===== src/rtl/icfm_pkg.sv =====
// Package for the input-capture frequency meter.
// Holds widths, register indexes and the controller/datapath command and status types.
`timescale 1ns / 1ps

package icfm_pkg;

  localparam int COUNTER_BITS  = 16;
  localparam int FRACTION_BITS = 8;

  localparam int OVF_W    = 16;
  localparam int CLK_W    = 27;
  localparam int PRESC_W  = 11;
  localparam int CAP_W    = 16;
  localparam int PERIOD_W = 32;
  localparam int FREQ_W   = CLK_W + FRACTION_BITS;
  localparam int DEN_W    = PRESC_W + PERIOD_W;
  localparam int CFG_W    = (CLK_W > PRESC_W) ? CLK_W : PRESC_W;
  localparam int IDX_W    = 2;

  // One quotient bit per divider step.
  localparam int DIV_STEPS = FREQ_W;
  localparam int STEP_W    = $clog2(DIV_STEPS);

  localparam logic [IDX_W-1:0] REG_INPUT_CLOCK_HZ   = IDX_W'(0);
  localparam logic [IDX_W-1:0] REG_PRESCALE_DIVISOR = IDX_W'(1);

  localparam logic CMD_OVERFLOW = 1'b0;
  localparam logic CMD_CAPTURE  = 1'b1;

  localparam logic [CLK_W-1:0]   RESET_INPUT_CLOCK_HZ   = CLK_W'(16000000);
  localparam logic [PRESC_W-1:0] RESET_PRESCALE_DIVISOR = PRESC_W'(64);

  typedef struct packed {
    logic ovf_inc;    // count one timer overflow
    logic capture;    // compute the period and store the capture
    logic load_den;   // register prescaler times period, start the divider
    logic div_step;   // one restoring division step
    logic load_out;   // move the result into the output register
  } icfm_cmd_t;

  typedef struct packed {
    logic period_zero;
  } icfm_status_t;

endpackage


===== src/rtl/icfm_datapath.sv =====
// Datapath of the input-capture frequency meter: configuration, capture state,
// period arithmetic, the radix-2 divider and the output register. Uses icfm_pkg.
`timescale 1ns / 1ps

module icfm_datapath
  import icfm_pkg::*;
(
  input  logic                clk,
  input  logic                rst,
  input  logic                cfg_write,
  input  logic [IDX_W-1:0]    cfg_index,
  input  logic [CFG_W-1:0]    cfg_data,
  input  logic [CAP_W-1:0]    capture_value,
  input  icfm_cmd_t           cmd_bus,
  output icfm_status_t        status,
  output logic [PERIOD_W-1:0] period_ticks,
  output logic [FREQ_W-1:0]   frequency_q8,
  output logic                zero_period
);

  logic [CLK_W-1:0]    input_clock_hz;
  logic [PRESC_W-1:0]  prescale_divisor;
  logic [OVF_W-1:0]    overflow_count;
  logic [OVF_W-1:0]    last_overflow_count;
  logic [CAP_W-1:0]    last_capture;
  logic [PERIOD_W-1:0] period_work;
  logic [DEN_W-1:0]    den;
  logic [DEN_W-1:0]    rem;
  logic [FREQ_W-1:0]   quot;

  logic [OVF_W-1:0]    ovf_delta;
  logic [PERIOD_W-1:0] period_next;
  logic [PRESC_W-1:0]  presc_eff;
  logic [DEN_W:0]      trial;
  logic [DEN_W:0]      diff;

  always_comb begin
    ovf_delta   = overflow_count - last_overflow_count;
    period_next = (PERIOD_W'(ovf_delta) << COUNTER_BITS) + PERIOD_W'(capture_value)
                  - PERIOD_W'(last_capture);
    presc_eff   = (prescale_divisor == '0) ? PRESC_W'(1) : prescale_divisor;
    trial       = {rem, quot[FREQ_W-1]};
    diff        = trial - {1'b0, den};
  end

  assign status.period_zero = (period_work == '0);

  always_ff @(posedge clk) begin
    if (rst) begin
      input_clock_hz      <= RESET_INPUT_CLOCK_HZ;
      prescale_divisor    <= RESET_PRESCALE_DIVISOR;
      overflow_count      <= '0;
      last_overflow_count <= '0;
      last_capture        <= '0;
    end else begin
      if (cfg_write) begin
        unique case (cfg_index)
          REG_INPUT_CLOCK_HZ:   input_clock_hz   <= cfg_data[CLK_W-1:0];
          REG_PRESCALE_DIVISOR: prescale_divisor <= cfg_data[PRESC_W-1:0];
          default: ;
        endcase
      end
      if (cmd_bus.ovf_inc) begin
        overflow_count <= overflow_count + OVF_W'(1);
      end
      if (cmd_bus.capture) begin
        last_overflow_count <= overflow_count;
        last_capture        <= capture_value;
      end
    end
  end

  // Restoring division of the clock numerator by prescaler times period.
  // The remainder always stays below the divisor, so DEN_W bits hold it.
  always_ff @(posedge clk) begin
    if (cmd_bus.capture) begin
      period_work <= period_next;
    end
    if (cmd_bus.load_den) begin
      den  <= DEN_W'(presc_eff) * DEN_W'(period_work);
      rem  <= '0;
      quot <= {input_clock_hz, FRACTION_BITS'(0)};
    end else if (cmd_bus.div_step) begin
      if (!diff[DEN_W]) begin
        rem  <= diff[DEN_W-1:0];
        quot <= {quot[FREQ_W-2:0], 1'b1};
      end else begin
        rem  <= trial[DEN_W-1:0];
        quot <= {quot[FREQ_W-2:0], 1'b0};
      end
    end
    // The quotient never exceeds the numerator, so it always fits the output.
    if (cmd_bus.load_out) begin
      period_ticks <= period_work;
      zero_period  <= status.period_zero;
      frequency_q8 <= status.period_zero ? '0 : quot;
    end
  end

endmodule


===== src/rtl/icfm_controller.sv =====
// Controller of the input-capture frequency meter: sequences capture, divide
// and output, and owns the handshakes. Uses icfm_pkg.
`timescale 1ns / 1ps

module icfm_controller
  import icfm_pkg::*;
(
  input  logic         clk,
  input  logic         rst,
  input  logic         in_valid,
  output logic         in_stall,
  input  logic         cmd,
  output logic         out_valid,
  input  logic         out_stall,
  input  icfm_status_t status,
  output icfm_cmd_t    cmd_bus
);

  localparam logic [1:0] S_IDLE = 2'd0;
  localparam logic [1:0] S_MUL  = 2'd1;
  localparam logic [1:0] S_DIV  = 2'd2;
  localparam logic [1:0] S_OUT  = 2'd3;

  logic [1:0]        state;
  logic [1:0]        state_next;
  logic [STEP_W-1:0] step;
  logic [STEP_W-1:0] step_next;
  logic              out_free;
  logic              in_xfer;

  assign in_stall = (state != S_IDLE);
  assign in_xfer  = in_valid && !in_stall;
  assign out_free = !out_valid || !out_stall;

  always_comb begin
    state_next = state;
    step_next  = step;
    cmd_bus    = '0;
    unique case (state)
      S_IDLE: begin
        if (in_xfer) begin
          if (cmd == CMD_CAPTURE) begin
            cmd_bus.capture = 1'b1;
            state_next      = S_MUL;
          end else begin
            cmd_bus.ovf_inc = 1'b1;
          end
        end
      end
      S_MUL: begin
        step_next = '0;
        if (status.period_zero) begin
          state_next = S_OUT;
        end else begin
          cmd_bus.load_den = 1'b1;
          state_next       = S_DIV;
        end
      end
      S_DIV: begin
        cmd_bus.div_step = 1'b1;
        step_next        = step + STEP_W'(1);
        if (step == STEP_W'(DIV_STEPS - 1)) begin
          state_next = S_OUT;
        end
      end
      S_OUT: begin
        if (out_free) begin
          cmd_bus.load_out = 1'b1;
          state_next       = S_IDLE;
        end
      end
      default: state_next = S_IDLE;
    endcase
  end

  always_ff @(posedge clk) begin
    if (rst) begin
      state     <= S_IDLE;
      step      <= '0;
      out_valid <= 1'b0;
    end else begin
      state <= state_next;
      step  <= step_next;
      if (cmd_bus.load_out) begin
        out_valid <= 1'b1;
      end else if (!out_stall) begin
        out_valid <= 1'b0;
      end
    end
  end

endmodule


===== src/rtl/input_capture_frequency_meter.sv =====
// Input-capture frequency meter, top level: controller and datapath.
// An overflow event is taken in the idle state and gives no result. After a capture's
// transfer come a multiply state, 35 divider steps of one quotient bit each and an
// output-load state that raises out_valid; a zero period skips the divider steps. The
// next event is taken back in idle. A stalled result at the output delays the output load.
// Synchronous active-high reset clears the counts and capture, restores 16 MHz and 64.
`timescale 1ns / 1ps

module input_capture_frequency_meter
  import icfm_pkg::*;
(
  input  logic                clk,
  input  logic                rst,
  input  logic                cfg_write,
  input  logic [IDX_W-1:0]    cfg_index,
  input  logic [CFG_W-1:0]    cfg_data,
  input  logic                in_valid,
  output logic                in_stall,
  input  logic                cmd,
  input  logic [CAP_W-1:0]    capture_value,
  output logic                out_valid,
  input  logic                out_stall,
  output logic [PERIOD_W-1:0] period_ticks,
  output logic [FREQ_W-1:0]   frequency_q8,
  output logic                zero_period
);

  icfm_cmd_t    cmd_bus;
  icfm_status_t status;

  icfm_controller u_ctrl (
    .clk       (clk),
    .rst       (rst),
    .in_valid  (in_valid),
    .in_stall  (in_stall),
    .cmd       (cmd),
    .out_valid (out_valid),
    .out_stall (out_stall),
    .status    (status),
    .cmd_bus   (cmd_bus)
  );

  icfm_datapath u_dp (
    .clk           (clk),
    .rst           (rst),
    .cfg_write     (cfg_write),
    .cfg_index     (cfg_index),
    .cfg_data      (cfg_data),
    .capture_value (capture_value),
    .cmd_bus       (cmd_bus),
    .status        (status),
    .period_ticks  (period_ticks),
    .frequency_q8  (frequency_q8),
    .zero_period   (zero_period)
  );

endmodule


===== config.mk =====
export PLATFORM = sky130hd
export DESIGN_NAME = input_capture_frequency_meter
export DESIGN_NICKNAME = d
export VERILOG_FILES = /design/src/rtl/icfm_pkg.sv /design/src/rtl/icfm_datapath.sv /design/src/rtl/icfm_controller.sv /design/src/rtl/input_capture_frequency_meter.sv
export SDC_FILE = /design/constraint.sdc
export NUM_CORES = 1
export LEC_CHECK = 0
export BUFFER_PORTS_ARGS = -buffer_cell sky130_fd_sc_hd__buf_4
export CORE_UTILIZATION = 40
export CTS_BUF_LIST = sky130_fd_sc_hd__clkbuf_8
export CTS_CLUSTER_SIZE = 8
export DETAILED_ROUTE_END_ITERATION = 8
export PLACE_DENSITY = 0.65
export SLEW_MARGIN = 20
export SYNTH_ARGS = -nofsm -noshare
export SYNTH_HDL_FRONTEND = slang
export SYNTH_SLANG_ARGS = --single-unit

===== constraint.sdc =====
create_clock -name clk -period 9.4 [get_ports clk]
set_input_delay 0.94 -clock clk [delete_from_list [all_inputs] [get_ports clk]]
set_output_delay 0.94 -clock clk [all_outputs]
set_load 0.05 [all_outputs]

==> impl_metrics.yaml <==
finish:
  area_delta_synth_final_pct: 10.1
  fin_nets: 3509
  final_cell_mix: "429 x nand2_1, 410 x inv_1, 272 x fa_1"
  utilization_pct: 44.9
  final_common_cell: "nand2_1"
  layout-drive-gt1-share_pct: 7.99
  diodes: 0
  stdcell_count: 3932
  final_area_sq_um: 29700
route:
  drt_iter0_markers: 1112
  wire_per_inst_um: 16.2
  vias: 20000
  drt_wl_total_mm: 63.5
  postRouteAntennaNets: 0
  drtPass1Iterations: 6
  via_per_inst: 5.08
  drc_errors: 0
clock_tree:
  worstSkewPairLatency_ns: 0.66
  postCtsHoldBufs: 0
  post_cts_buffers: 0
  cts_buffer_depth: 3
  cts_max_level: 2
  clk_pin_slew_ns: 0.08
  cts_resized: 0
  cts_buffers: 55
  cts_root_buffer: "clkbuf_8"
  cts.sink_count: 316
  cts_tree: "yes"
yosys:
  synth_top_flop_cell: "edfxtp_1"
  synth_seq_area_share_pct: 29.7
  syn_avg_cell_area_sq_um: 9.06
  synth_cells: 2980
  syn_nets: 3465
  synth_warnings: 0
  synth_edf_count: 170
  synth.area.top_cells: "fa_1 20%, edfxtp_1 19%, dfxtp_1 11%"
  synth_top_area_share_pct: 20.2
  syn_area_sq_um: 27000
  synth_top_area_cell: "fa_1"
  ys_types: 72
  ys_ff_latch: 316
  synthArstFlopShare_pct: 0
timing:
  grt_setup_unrepaired: "no"
  worst_pin_slew_ns: 1.03
  whs_ns: 0.453
  finalSetupViolCount: 0
  slew_viol_final: 0
  fmax_ghz: 0.147
  min_period_over_period_pct: 72.2
  fin_ws_ns: 2.61
  period_minus_slack_ns: 6.79
  relSlewSlack_pct: 31.5
  finalSetupTns_ns: 0
  skew_ns: 0.0317
  finalHoldViolCount: 0
grt:
  grt_overflow_total: 0
  grt_use_total_pct: 18.9
  first_global_vias: 20100
  grt_pass1_wl_mm: 104
  antenna_found_initial: 0
  grt_max_degree: 99
floorplanning:
  core_area_sq_um: 66200
  die_y_um: 262
  dieArea_sq_um: 68500
  rows: 94
  top_level_ports: 121
  start_util_pct: 40.8
  die_w_um: 262
setup_path:
  worstPathMaxFanout: 20
  cp.arrival_ns: 7.20
  crit_required_ns: 9.81
  crit_path_end_kind: "register"
  reg2regPathDepth: 20
  crit_path_start_kind: "register"
  critical_path_class: "reg2reg"
power:
  power_density_nw_per_um2: 225
  p_leak_nw: 13.4
  vdd_drop_max_v: 0.000128
  power_mw: 6.68
run:
  maxCapViolations: 0
placement:
  gp_congestion: 0.840
  post-dp-hpwl_mm: 46.2
  placed_cells: 3831
  postPlaceCellArea_sq_um: 28600
  pre_cts_slack_ns: 2.59
  port_buffers: 120
outcome:
  status: "complete, no violations"
min_path:
  hold_path_class: "reg2reg"
  hold_depth: 2
## synth_stat cells (6+ instances only)
cell and number:
o21bai_1 13, a21o_1 60, ha_1 162, fa_1 272, mux2i_1 26, nor3b_1 6
o21ai_0 92, o31a_1 7, a21boi_0 7, edfxtp_1 170, nor3_1 26, buf_1 16
nand2_1 429, and4_1 6, xnor2_1 65, a211oi_1 16, inv_1 392, nand4_1 19
o211ai_1 9, nor2b_1 51, a2111oi_0 8, nand3b_1 11, dfxtp_1 146, or3_1 9
a31oi_1 21, and3_1 22, nand2b_1 16, nand3_1 57, a21oi_1 209, and2_1 206
o21a_1 23, o21ai_1 6, nor4_1 10, clkbuf_1 122, nor2_1 143, xor2_1 53
buf_2 11
## where the power goes
group	internal (mW)	leakage (nW)	switching, mW	total, mW
combinational	1.22	9.96	1.98	3.21
sequential	1.89	2.78	0.253	2.14
clock	0.738	0.667	0.598	1.34
total	3.85	13.4	2.83	6.68
## final timing paths
path	slack, ns	end	start
setup reg to reg	2.61	u_dp.den[36]$_DFFE_PP_	u_dp.prescale_divisor[2]$_SDFFE_PP0P_
hold reg to reg	0.45	u_dp.input_clock_hz[16]$_SDFFE_PP0P_	u_dp.input_clock_hz[16]$_SDFFE_PP0P_
hold / removal	0.45	u_dp.input_clock_hz[16]$_SDFFE_PP0P_	u_dp.input_clock_hz[16]$_SDFFE_PP0P_
setup / recovery	2.61	u_dp.den[36]$_DFFE_PP_	u_dp.prescale_divisor[2]$_SDFFE_PP0P_
## flip-flops by register name, summed over array words and instances, names as in the netlist, 2 cells and up
register / flops
u_dp.den: 43
u_dp.rem: 43
u_dp.frequency_q8: 35
u_dp.quot: 35
u_dp.period_ticks: 32
u_dp.period_work: 32
u_dp.input_clock_hz: 27
u_dp.last_capture: 16
u_dp.last_overflow_count: 16
u_dp.overflow_count: 16
u_dp.prescale_divisor: 11
u_ctrl.step: 6
u_ctrl.state: 2
## logic make-up after synthesis
logic type / share of synthesized area, %
multiplexers: 0.964
XOR/XNOR: 3.83
adder cells (fa/ha/maj): 27.7
flip-flops: 29.7
AO/OA/AOI/OAI: 11.9
buffers and inverters: 7.62
AND/OR/NAND/NOR: 18.3
## cell type report
class,count,area (sq um)
multi-input combinational,2121,16900
timing repair buffer,137,1030
inverter,393,1480
fill,6415,36500
clock buffer,61,840
clock inverter,40,319
sequential,316,8030
tap,864,1080
## critical path, stage by stage (launching register included)
cell     delay (ns)
dfxtp_1        0.83
buf_4          0.35
nand2_1        0.10
fa_1           0.51
fa_1           0.52
inv_1          0.05
fa_1           0.50
fa_1           0.50
inv_1          0.05
fa_1           0.48
inv_1          0.04
ha_1           0.35
a21o_1         0.21
a31o_2         0.21
a21o_1         0.21
or3b_2         0.46
o21ai_0        0.37
o21ai_0        0.21
a31oi_1        0.31
mux2i_1        0.22
nand3_1        0.07
## layer usage
layer | global-route usage [%] | vias up | share of wire, %
met5 | 0 | - | 0
met4 | 4.67 | 0 | 1.9
met3 | 3.18 | 89 | 5.4
met2 | 31.2 | 459 | 46
met1 | 25.7 | 9608 | 46
li1 | - | 9826 | -
Power figures use the tool's default switching activity.
